`config.mk`:
```
export PLATFORM = sky130hd
export DESIGN_NAME = atsc_norm
export DESIGN_NICKNAME = d
export VERILOG_FILES = /design/src/rtl/atsc_pkg.sv /design/src/rtl/atsc_norm.sv
export SDC_FILE = /design/constraint.sdc
export NUM_CORES = 2
export LEC_CHECK = 0
export BUFFER_PORTS_ARGS = -buffer_cell sky130_fd_sc_hd__clkbuf_2
export CAP_MARGIN = 25
export CORE_MARGIN = 1
export CORE_UTILIZATION = 47
export CTS_CLUSTER_SIZE = 14
export DETAILED_ROUTE_END_ITERATION = 7
export SYNTH_ARGS = -nofsm -noshare
export SYNTH_HDL_FRONTEND = slang
export SYNTH_SLANG_ARGS = --single-unit
```
`constraint.sdc`:
```
create_clock -name clk -period 18 [get_ports clk]
set_input_delay 5.4 -clock clk [delete_from_list [all_inputs] [get_ports clk]]
set_output_delay 5.4 -clock clk [all_outputs]
set_load 0.005 [all_outputs]
```
`src/rtl/atsc_pkg.sv`:
```
package atsc_pkg;

    // configuration register indexes
    localparam logic [1:0] REG_DRIVE_GAIN = 2'd0;
    localparam logic [1:0] REG_NORM_RECIP = 2'd1;
    localparam logic [1:0] REG_PASS_COUNT = 2'd2;

    localparam int unsigned GAIN_BITS  = 16;
    localparam int unsigned RECIP_BITS = 24;
    localparam int unsigned COUNT_BITS = 8;
    localparam int unsigned CFG_BITS   = 24;

    // angle accumulator: Q2.30 plus sign
    localparam int unsigned ANGLE_BITS = 33;

    localparam logic [GAIN_BITS-1:0]  DRIVE_RESET = 16'd4096;
    localparam logic [RECIP_BITS-1:0] RECIP_RESET = 24'd83460;
    localparam logic [COUNT_BITS-1:0] COUNT_RESET = 8'd1;

    typedef enum logic [2:0] {
        ST_IDLE,
        ST_PASS,
        ST_WALK,
        ST_RND,
        ST_FIN
    } state_t;

    // atan(2^-i) in Q2.30, truncated
    function automatic logic [31:0] atan_q30(input int unsigned idx);
        logic [31:0] a;
        begin
            case (idx)
                0:  a = 32'h3243F6A8;
                1:  a = 32'h1DAC6705;
                2:  a = 32'h0FADBAFC;
                3:  a = 32'h07F56EA6;
                4:  a = 32'h03FEAB76;
                5:  a = 32'h01FFD55B;
                6:  a = 32'h00FFFAAA;
                7:  a = 32'h007FFF55;
                8:  a = 32'h003FFFEA;
                9:  a = 32'h001FFFFD;
                10: a = 32'h000FFFFF;
                11: a = 32'h0007FFFF;
                12: a = 32'h0003FFFF;
                13: a = 32'h0001FFFF;
                14: a = 32'h0000FFFF;
                15: a = 32'h00007FFF;
                16: a = 32'h00003FFF;
                17: a = 32'h00001FFF;
                18: a = 32'h00000FFF;
                19: a = 32'h000007FF;
                20: a = 32'h000003FF;
                21: a = 32'h000001FF;
                22: a = 32'h000000FF;
                23: a = 32'h0000007F;
                24: a = 32'h0000003F;
                25: a = 32'h0000001F;
                26: a = 32'h0000000F;
                27: a = 32'h00000007;
                28: a = 32'h00000003;
                29: a = 32'h00000001;
                default: a = 32'h00000000;
            endcase
            return a;
        end
    endfunction

endpackage

```
`src/rtl/atsc_norm.sv`:
```
// angle times 1/atan(k), rounded and clamped to a sample magnitude
module atsc_norm #(
    parameter int unsigned SAMPLE_BITS = 16
) (
    input  logic                                   clk,
    input  logic                                   load,
    input  logic signed [atsc_pkg::ANGLE_BITS-1:0] angle,
    input  logic [atsc_pkg::RECIP_BITS-1:0]        recip,
    input  logic                                   neg,
    output logic [SAMPLE_BITS-1:0]                 mag
);

    localparam int unsigned F  = SAMPLE_BITS - 1;
    localparam int unsigned ZB = atsc_pkg::ANGLE_BITS - 2;
    localparam int unsigned PB = ZB + atsc_pkg::RECIP_BITS;
    localparam int unsigned SH = 46 - F;
    localparam int unsigned RB = PB + 1 - SH;

    logic [ZB-1:0]          zc;
    logic [PB-1:0]          prod_reg;
    logic [PB:0]            rsum;
    logic [RB-1:0]          r;
    logic [RB-1:0]          lim;

    assign zc = angle[atsc_pkg::ANGLE_BITS-1] ? '0 : angle[ZB-1:0];

    always_ff @(posedge clk)
    begin
        if (load)
            prod_reg <= zc * recip;
    end

    assign rsum = {1'b0, prod_reg} + ((PB+1)'(1) << (SH - 1));
    assign r    = rsum[PB:SH];
    assign lim  = neg ? (RB'(1) << F) : ((RB'(1) << F) - RB'(1));
    assign mag  = (r > lim) ? lim[SAMPLE_BITS-1:0] : r[SAMPLE_BITS-1:0];

endmodule

```
Word level (Yosys, flattened, before mapping)
Cells that the tools add are included.
- input bits: 60
- output and inout port bits: 16
- word-level logic and storage cells: 7
- register bits after elaboration: 55
- mux-type cells: 3
- $mul: 1
- $add $sub $neg: 1
- $lt $le $gt $ge: 1
- operators by type and width (kind ; count):
    55-bit by 31-bit adder with 56-bit output (second input constant) ; 1
    31-bit by 24-bit multiplier with 55-bit output ; 1
    16-bit two-way mux ; 2
    31-bit two-way mux ; 1
    25-bit by 16-bit > comparator with 1-bit output ; 1

Longest topological paths before layout
- depth after elaboration: 3
- depth in mapped cells: 27
- mapped depth without buffers: 24

Least setup slack after synthesis
Ideal clock, no wire load.
- kind: input to output
- from: input port neg
- to: output port mag[10]
- data arrival time: 7303 ps
- required time: 12600 ps
- setup slack: 5297 ps
- stages on the path: 12
- cells stage by stage: inv_1 buf_6 ha_1 nor2b_1 o21a_1 o21a_1 o21ai_1 a21oi_1 a2111oi_4 o21ai_4 buf_12 mux2_4
- longest elaborated chain between the ends: 3
- ends and longest elaborated chain (what ; RTL line ; text):
    start: declaration ; atsc_norm.sv:9 ; input logic neg,
    16-bit two-way mux * ; atsc_norm.sv:35 ; assign lim = neg ? (RB'(1) << F) : ((RB'(1) << F) - RB'(1));
    25-bit by 16-bit > comparator with 1-bit output ; atsc_norm.sv:36 ; assign mag = (r > lim) ? lim[SAMPLE_BITS-1:0] : r[SAMPLE_BITS-1:0];
    16-bit two-way mux * ; atsc_norm.sv:36 ;
    end: declaration ; atsc_norm.sv:10 ; output logic [SAMPLE_BITS-1:0] mag
Mark *: on every way between the ends. The rest lies on a longest branch, timed or not.

Worst setup path in the final report
- from: input port neg
- to: output port mag[4]
Same word-level chain as after synthesis.

==> reports/results.tsv <==
metric	value	unit
critPathMaxFanout	17	
dieArea	55100	um^2
clk_pin_slew_worst_paths	0.06	ns
cts_tree	built	
finalSetupTns	0	ns
syn_area	25400	um^2
drc	0	
period_minus_slack	13.67	ns
cts_hold_buffers	0	
clockBufferDepth	2	
hpwl	50.7	mm
overflow	0	
required	12.60	ns
grt_pass1_vias	20525	
grt_pass1_wl	111	mm
cts-root-buf	clkbuf_16	
avgSynthCellArea	8.98	um^2
min_from	load	
setup_viol	0	
maxSlewHeadroom	0.276	
clock_sinks	25	
area_growth	4.16	%
post_cts_buffers	0	
wl_per_cell	19.5	um
wl_met2	35.4	mm
core-area	53000	um^2
path_class	in -> out	
period_share	0.760	
async_flop_share	0	
slew_viol_final	0	
arrival	8.27	ns
synth_seq_cells	25	
fin_nets	3688	
hold_path.class	in -> reg	
grt_max_degree	32	
ctsResizeCount	0	
synth_nets	3722	
layout.cells.non_filler	3487	
max_stage_delay	0.55	ns
initial_utilization	0.480	
fillCellCount	5112	
die_x	235	um
met1_length	26.9	mm
cp-end-kind	primary output	
top_layer_used	met5	
die_h	235	um
gp_congestion	0.891	
syn-instance-count	2833	
yosysWarnings	0	
post-route-util	0.500	
drt-total-wl	68.1	mm
p_per_area	170	nW/um^2
ant_nets	0	
drt-pass1-iter-count	5	
synth_cell_types	59	
drv_cap	0	
ys_seq_area_frac	0.0295	
place_area	26400	um^2
drive_above_1_share	0.0575	
via_count	18713	
critPathLaunchType	input pin	
ys.flop_type	edfxtp_1	
worst_pin_slew	1.09	ns
grt_antenna_before_repair	3	
critPathBufInv	3	
fin_hold_ws	5.83	ns
cp-startpoint	neg	
grt_usage	0.256	
cts_inserted_buffers	3	
crit_family	compound AO/OA/AOI/OAI gates	
worstPathCellList	clkbuf_2 -> inv_1 -> ha_1 -> nand3_1 -> o21ai_0 -> o21ai_0 -> o21ai_4 -> mux2_2 -> clkbuf_2	
place_inst	3482	
dr_wl_met3	3.75	mm
hold_viol	0	
htreeDepth	1	
rsz0062_at_grt	no	
cp_slowest_cell	o21ai_4	
fmax	73.1	MHz
ir_drop	0.000286	V
io_pins	76	
synth-edff-count	25	
viasPerCell	5.37	
num_rows	84	
fin_area	26500	um^2
drt_iter0_drc	1032	
status	completed	
portBuffers	74	
p_leak	13.6	nW
largest_reg_flops	25	
where the power goes:
group,switching [mW],internal [mW],leakage [nW]
clock,0.0171,0.0302,0.0382
sequential,0.0278,0.198,0.244
combinational,2.59,1.65,13.3
layout by cell type, fill, tap and decap left out, types with 5 or more instances in the layout:
| cell | instances |
|---|---|
| a21oi_1 | 54 |
| a31oi_1 | 10 |
| nand2_1 | 406 |
| a211oi_1 | 6 |
| nor2b_1 | 18 |
| buf_4 | 32 |
| nor3_1 | 7 |
| o21bai_1 | 11 |
| nand3_1 | 26 |
| nor2b_2 | 14 |
| and2_1 | 383 |
| o211ai_1 | 7 |
| xor2_1 | 12 |
| mux2_4 | 9 |
| fa_1 | 635 |
| nand4_1 | 14 |
| edfxtp_1 | 25 |
| xnor2_1 | 30 |
| nor2b_4 | 5 |
| mux2_2 | 7 |
| a21o_1 | 22 |
| ha_1 | 194 |
| clkbuf_2 | 74 |
| o21ai_0 | 20 |
| inv_1 | 682 |
| and3_1 | 6 |
| nor2_1 | 27 |
layout make-up:
cell class	count	area (um^2)	area share
multi-input combinational	1981	21600	0.816
clock buffer	4	78.8	0.00297
antenna	1	2.50	0.0000944
tap	688	861	0.0325
sequential	25	751	0.0283
inverter	682	2560	0.0966
timing repair buffer	106	611	0.0230
metal layers:
layer	up-vias	global-route usage
li1	8180	-
met1	9804	0.326
met2	590	0.465
met3	137	0.0220
met4	2	0.0720
met5	-	0
cell usage after synthesis, types with 9 or more instances:
cell type  count  share of area
ha_1         194          0.095
clkbuf_1     143          0.021
a31oi_1       10         0.0025
a21o_1        22         0.0065
o21bai_1      11         0.0032
xnor2_1       30          0.010
nand3_1       26         0.0051
nor2b_1       37         0.0091
nor2_1        27         0.0040
nand2_1      406          0.060
fa_1         635           0.50
a21oi_1       54          0.011
nand4_1       14         0.0034
and2_1       383          0.094
o21ai_0       20         0.0039
mux2_4         9         0.0053
xor2_1        12         0.0041
edfxtp_1      25          0.030
inv_1        682           0.10
worst paths after layout:
path / endpoint / slack (ns) / cells after the start
worst min-delay path: prod_reg[54] / 5.83 / 1
worst max-delay path: mag[4] / 4.33 / 9
stage by stage:
stage | setup WS (ns) | total power [mW]
2_1_floorplan | 5.30 | 3.25
4_1_cts | 4.37 | 4.55
5_1_grt | 4.14 | 5.07
3_3_place_gp | 4.49 | 4.43
3_5_place_dp | 4.37 | 4.46
6_report | 4.33 | 4.51
cells by family (layout without fill, tap and decap cells):
| group | count (synthesis) | after routing | synth area share |
|---|---|---|---|
| xor+xnor | 42 | 42 | 0.0145 |
| mux | 19 | 19 | 0.00959 |
| simple gates | 934 | 934 | 0.188 |
| fa+ha+maj | 829 | 829 | 0.595 |
| flops | 25 | 25 | 0.0295 |
| buf+inv | 827 | 792 | 0.123 |
| compound gates | 157 | 157 | 0.0405 |
| other cells | 0 | 1 | 0 |
No activity file was read; power rests on OpenSTA's default activity.
