[src/rtl/atsc_pkg.sv]
package atsc_pkg;

    // configuration register indexes
    localparam logic [1:0] REG_DRIVE_GAIN = 2'd0;
    localparam logic [1:0] REG_NORM_RECIP = 2'd1;
    localparam logic [1:0] REG_PASS_COUNT = 2'd2;

    localparam int unsigned GAIN_BITS  = 16;
    localparam int unsigned RECIP_BITS = 24;
    localparam int unsigned COUNT_BITS = 8;
    localparam int unsigned CFG_BITS   = 24;

    // angle accumulator: Q2.30 plus sign
    localparam int unsigned ANGLE_BITS = 33;

    localparam logic [GAIN_BITS-1:0]  DRIVE_RESET = 16'd4096;
    localparam logic [RECIP_BITS-1:0] RECIP_RESET = 24'd83460;
    localparam logic [COUNT_BITS-1:0] COUNT_RESET = 8'd1;

    typedef enum logic [2:0] {
        ST_IDLE,
        ST_PASS,
        ST_WALK,
        ST_RND,
        ST_FIN
    } state_t;

    // atan(2^-i) in Q2.30, truncated
    function automatic logic [31:0] atan_q30(input int unsigned idx);
        logic [31:0] a;
        begin
            case (idx)
                0:  a = 32'h3243F6A8;
                1:  a = 32'h1DAC6705;
                2:  a = 32'h0FADBAFC;
                3:  a = 32'h07F56EA6;
                4:  a = 32'h03FEAB76;
                5:  a = 32'h01FFD55B;
                6:  a = 32'h00FFFAAA;
                7:  a = 32'h007FFF55;
                8:  a = 32'h003FFFEA;
                9:  a = 32'h001FFFFD;
                10: a = 32'h000FFFFF;
                11: a = 32'h0007FFFF;
                12: a = 32'h0003FFFF;
                13: a = 32'h0001FFFF;
                14: a = 32'h0000FFFF;
                15: a = 32'h00007FFF;
                16: a = 32'h00003FFF;
                17: a = 32'h00001FFF;
                18: a = 32'h00000FFF;
                19: a = 32'h000007FF;
                20: a = 32'h000003FF;
                21: a = 32'h000001FF;
                22: a = 32'h000000FF;
                23: a = 32'h0000007F;
                24: a = 32'h0000003F;
                25: a = 32'h0000001F;
                26: a = 32'h0000000F;
                27: a = 32'h00000007;
                28: a = 32'h00000003;
                29: a = 32'h00000001;
                default: a = 32'h00000000;
            endcase
            return a;
        end
    endfunction

endpackage

[src/rtl/atsc_cell.sv]
// one vectoring CORDIC step
module atsc_cell #(
    parameter int unsigned W    = 34,
    parameter int unsigned STEP = 0
) (
    input  logic                                   clk,
    input  logic                                   rst_n,
    input  logic                                   valid_in,
    input  logic signed [W-1:0]                    x_in,
    input  logic signed [W-1:0]                    y_in,
    input  logic signed [atsc_pkg::ANGLE_BITS-1:0] z_in,
    output logic                                   valid_out,
    output logic signed [W-1:0]                    x_out,
    output logic signed [W-1:0]                    y_out,
    output logic signed [atsc_pkg::ANGLE_BITS-1:0] z_out
);

    localparam logic signed [atsc_pkg::ANGLE_BITS-1:0] ANG =
        $signed({1'b0, atsc_pkg::atan_q30(STEP)});

    logic                                   valid_reg;
    logic signed [W-1:0]                    x_reg, x_next;
    logic signed [W-1:0]                    y_reg, y_next;
    logic signed [atsc_pkg::ANGLE_BITS-1:0] z_reg, z_next;
    logic signed [W-1:0]                    dx, dy;

    // >>> floors, as required
    assign dx = y_in >>> STEP;
    assign dy = x_in >>> STEP;

    always_comb
    begin
        if (!y_in[W-1])
        begin
            x_next = x_in + dx;
            y_next = y_in - dy;
            z_next = z_in + ANG;
        end
        else
        begin
            x_next = x_in - dx;
            y_next = y_in + dy;
            z_next = z_in - ANG;
        end
    end

    always_ff @(posedge clk or negedge rst_n)
    begin
        if (!rst_n)
            valid_reg <= 1'b0;
        else
            valid_reg <= valid_in;
    end

    always_ff @(posedge clk)
    begin
        x_reg <= x_next;
        y_reg <= y_next;
        z_reg <= z_next;
    end

    assign valid_out = valid_reg;
    assign x_out     = x_reg;
    assign y_out     = y_reg;
    assign z_out     = z_reg;

endmodule

[config.mk]
export PLATFORM = sky130hd
export DESIGN_NAME = atsc_cell
export DESIGN_NICKNAME = d
export VERILOG_FILES = /design/src/rtl/atsc_pkg.sv /design/src/rtl/atsc_cell.sv
export SDC_FILE = /design/constraint.sdc
export NUM_CORES = 1
export LEC_CHECK = 0
export BUFFER_PORTS_ARGS = -buffer_cell sky130_fd_sc_hd__buf_4
export CORE_ASPECT_RATIO = 0.8
export CORE_MARGIN = 5
export CORE_UTILIZATION = 58
export DETAILED_ROUTE_END_ITERATION = 7
export GPL_ROUTABILITY_DRIVEN = 0
export PLACE_DENSITY_LB_ADDON = 0.15
export REMOVE_ABC_BUFFERS = 1
export SETUP_SLACK_MARGIN = 0.3
export SLEW_MARGIN = 25
export SYNTH_ARGS = -nofsm -noshare
export SYNTH_HDL_FRONTEND = slang
export SYNTH_SLANG_ARGS = --single-unit
[constraint.sdc]
create_clock -name clk -period 1.1 [get_ports clk]
set_input_delay 0.11 -clock clk [delete_from_list [all_inputs] [get_ports clk]]
set_output_delay 0.11 -clock clk [all_outputs]
set_load 0.02 [all_outputs]
==> results of run 1 <==
cell families after synthesis:
kind of cell / synth area share, %
adder cells (fa/ha/maj): 17.9
buffers and inverters: 7.19
flip-flops: 21.7
AND/OR/NAND/NOR: 15.7
multiplexers: 1.39
AO/OA/AOI/OAI: 27.8
XOR/XNOR: 8.43
per-stage QoR:
| step | instance area, um2 | hold WS, ns |
|---|---|---|
| detailed placement | 13900 | -0.114 |
| global placement | 13900 | -0.115 |
| floorplan | 9100 | -0.186 |
==> impl_metrics.py, run 1 <==
metrics = {
    "cts": {
        "clock_sinks": 101,
        "cts_buffers": 9,
        "cts_resized": 469,
        "cts_buffer_depth": 2,
        "ctsRootBufferMaster": "clkbuf_16",
        "htree_levels": 3,
        "post_cts_buffers": 69,
        "postCtsHoldBufs": 6,
    },
    "yosys": {
        "synth_edf_count": 0,
        "seq_area_frac_synth_pct": 21.7,
        "synthDistinctLibCells": 83,
        "ys_seq_elements": 101,
        "syn-cell-area_mm2": 0.00935,
        "yosys.area.top_type_share_pct": 21.4,
        "synth_commonest_cells": "a21oi_1 (146), ha_1 (127), inv_1 (106), nor2_1 (103), dfxtp_1 (100)",
        "synth_warnings": 0,
        "yosysMostFrequentCell": "a21oi_1",
        "synth_top_area_cell": "dfxtp_1",
        "synth.area.top_cells": "dfxtp_1 (21%), ha_1 (17%), a21oi_1 (7.8%)",
        "synth_top_flop_cell": "dfxtp_1",
        "synthArstFlopShare_pct": 0.990,
        "syn_inst": 1197,
        "avgSynthCellArea_um2": 7.81,
    },
    "floorplanning": {
        "start_util_pct": 59.2,
        "ios": 206,
        "die_x_um": 152,
        "rows": 41,
        "die_h_um": 124,
    },
    "placed_design": {
        "io_buffers": 205,
        "dp.cells": 1967,
        "place_hpwl_um": 30000,
        "preCtsSetupSlack_ns": -2.00,
    },
    "outcome": {
        "firstError": "[ERROR DPL-0038] Utilization greater than 100%, impossible to legalize",
        "stop_stage": "clock tree synthesis (4_1_cts)",
        "status": "stopped before the end",
    },
}
==> run 2, diff against run 1 <==
--- a/config.mk
+++ b/config.mk
@@ -6,14 +6,12 @@
 export NUM_CORES = 1
 export LEC_CHECK = 0
 export BUFFER_PORTS_ARGS = -buffer_cell sky130_fd_sc_hd__buf_4
-export CORE_ASPECT_RATIO = 0.8
 export CORE_MARGIN = 5
-export CORE_UTILIZATION = 58
+export CORE_UTILIZATION = 40
 export DETAILED_ROUTE_END_ITERATION = 7
 export GPL_ROUTABILITY_DRIVEN = 0
 export PLACE_DENSITY_LB_ADDON = 0.15
 export REMOVE_ABC_BUFFERS = 1
-export SETUP_SLACK_MARGIN = 0.3
 export SLEW_MARGIN = 25
 export SYNTH_ARGS = -nofsm -noshare
 export SYNTH_HDL_FRONTEND = slang
==> impl_metrics.py, run 2 <==
metrics = {
    "global_routing": {
        "grt_pass1_vias": 11400,
        "antenna_found_initial": 0,
        "grt_usage_pct": 26.7,
        "grt_pass1_wl_um": 57700,
        "grt-ovfl-total": 0,
        "grt_max_degree": 80,
    },
    "detailed_routing": {
        "vias": 11400,
        "routed_wl_um": 37600,
        "drt_pre_antenna_iters": 5,
        "ant_nets": 0,
        "wl_per_cell_um": 17.5,
        "drtIter0Drc": 778,
        "drc": 0,
        "vias_per_cell": 5.29,
    },
    "cts": {
        "htree_levels": 3,
        "cts_buffers": 9,
        "path_clk_slew_ns": 0.08,
        "ctsRootBufferMaster": "clkbuf_16",
        "cts_buffer_depth": 2,
        "clock_sinks": 101,
        "cts_tree": "built",
    },
    "placed_design": {
        "placed_cell_area_mm2": 0.0141,
        "preCtsSetupSlack_ns": -1.95,
        "place_hpwl_um": 27400,
        "io_buffers": 205,
        "dp.cells": 2077,
    },
    "yosys": {
        "synthArstFlopShare_pct": 0.990,
        "synth.area.top_cells": "dfxtp_1 (21%), ha_1 (17%), a21oi_1 (7.8%)",
        "synth_top_area_cell": "dfxtp_1",
        "syn_inst": 1197,
        "yosysMostFrequentCell": "a21oi_1",
        "synth_top_flop_cell": "dfxtp_1",
        "ys_seq_elements": 101,
        "yosys.area.top_type_share_pct": 21.4,
        "synth_commonest_cells": "a21oi_1 (146), ha_1 (127), inv_1 (106), nor2_1 (103), dfxtp_1 (100)",
        "avgSynthCellArea_um2": 7.81,
        "seq_area_frac_synth_pct": 21.7,
        "synthDistinctLibCells": 83,
        "synth_warnings": 0,
        "synth_edf_count": 0,
        "syn-cell-area_mm2": 0.00935,
    },
    "pwr": {
        "p_leak_nw": 8.00,
        "vdd_drop_max_mv": 0.784,
        "p_clk_share_pct": 17.4,
        "p_switching_mw": 7.42,
        "power.share.sequential_pct": 25.4,
        "powerDensity_mw_per_mm2": 1120,
        "pwr-share-comb_pct": 57.2,
        "swShare_pct": 39.4,
        "total_power_mw": 18.8,
        "p_int_mw": 11.4,
    },
    "cells_and_area": {
        "layout_common_cells": "buf_4 (605), dfxtp_1 (100), a21oi_1 (94)",
        "mostFrequentLayoutCell": "buf_4",
        "stdcell_count": 2152,
        "final_area_mm2": 0.0168,
        "drive_gt1_share_pct": 51.2,
        "areaGrowthSynthToFinish_pct": 79.7,
        "final_nets": 2063,
        "largest_register_ff_count": 34,
        "post-route-util_pct": 72.2,
        "diodes": 0,
    },
    "timing": {
        "fmaxAchievable_mhz": 436,
        "relSlewSlack_pct": 61.2,
        "min_period_ns": 2.30,
        "timing.final.hold_violations": 0,
        "holdWs_ns": 0.0467,
        "period_share_pct": 209,
        "rsz0062_at_grt": "yes",
        "final.setup.tns_ns": -73.41,
        "finalSetupViolations": 87,
        "setup_ws_ns": -1.20,
        "worst_slew_pin_slew_ns": 0.581,
        "final_max_slew_viol_count": 0,
    },
    "setup_path": {
        "critical_path_class": "primary input to flip-flop",
        "cp_max_fo": 3,
        "crit_path_start_kind": "primary input",
        "cp.arrival_ns": 2.54,
        "crit_path_end_kind": "flip-flop",
        "worstPathRequired_ns": 1.34,
    },
    "min_path": {
        "hold_class": "primary input to async pin",
    },
    "floorplanning": {
        "die-area_mm2": 0.0265,
        "die_h_um": 163,
        "fp.coreArea_mm2": 0.0233,
        "die_x_um": 163,
        "ios": 206,
        "rows": 56,
        "start_util_pct": 40.2,
    },
    "job": {
        "maxCapViolCount": 0,
    },
    "outcome": {
        "status": "finished with violations",
        "violations": "negative setup slack",
    },
}
==> run 2: cell counts after synthesis <==
Identical to the previous run, type by type.
==> run 2: how the worst max path moves through the flow <==
stage                         from           endpoint
final                      x_in[1]  x_out[28]$_DFF_P_
after global routing       x_in[0]  x_out[26]$_DFF_P_
after CTS                  y_in[0]  x_out[26]$_DFF_P_
after detailed placement   x_in[0]  x_out[26]$_DFF_P_
after global placement     x_in[0]  x_out[26]$_DFF_P_
after floorplan           y_in[33]  z_out[29]$_DFF_P_
==> run 2: critical path: stages <==
cell and delay (ns):
buf_8 0.09, buf_8 0.12, inv_8 0.04, buf_12 0.11
fa_2 0.42, nor2b_4 0.16, o21bai_4 0.10, a211o_1 0.36
a21oi_2 0.22, o41a_1 0.19, nor2_1 0.06, o311ai_0 0.26
o21ai_1 0.14, xnor2_1 0.16
==> run 2: cell type report <==
type | count | area [um2]
Tap cell | 319 | 399
Clock inverter | 6 | 55.1
Sequential cell | 101 | 2030
Clock buffer | 10 | 239
Timing Repair Buffer | 670 | 5330
Inverter | 112 | 449
Fill cell | 1754 | 6460
Multi-Input combinational cell | 934 | 8310
==> run 2: layer usage <==
| layer | vias to the layer above | GRT usage [%] | routed length (um) |
|---|---|---|---|
| met5 | - | 0 | 0 |
| met4 | 0 | 9.26 | 1260 |
| met3 | 97 | 4.38 | 2240 |
| met2 | 441 | 44.8 | 17700 |
| met1 | 5353 | 34.7 | 16400 |
| li1 | 5496 | - | - |
==> run 2: what timing repair did <==
action	4_1_cts	5_1_grt
hold buffers	6	0
endpoints found under the hold margin	7	0
gates resized for setup	329	107
gates cloned	0	0
pin swaps	173	109
setup endpoints to repair	90	89
buffers inserted	58	24
==> run 2: cells by family after synthesis <==
kind of cell	share of synthesized area (%)
buffers and inverters	7.19
AND/OR/NAND/NOR	15.7
AO/OA/AOI/OAI	27.8
adder cells (fa/ha/maj)	17.9
flip-flops	21.7
multiplexers	1.39
XOR/XNOR	8.43
==> run 2: power by group through the flow <==
stage	combinational [mW]	clock, mW	sequential [mW]
floorplan	3.31	0	5.89
global placement	8.80	0	4.87
detailed placement	8.89	0	4.86
CTS	10.1	3.34	4.78
global route	11.4	3.52	4.85
finish	10.8	3.27	4.78
No activity file was read; power rests on OpenSTA's default activity.
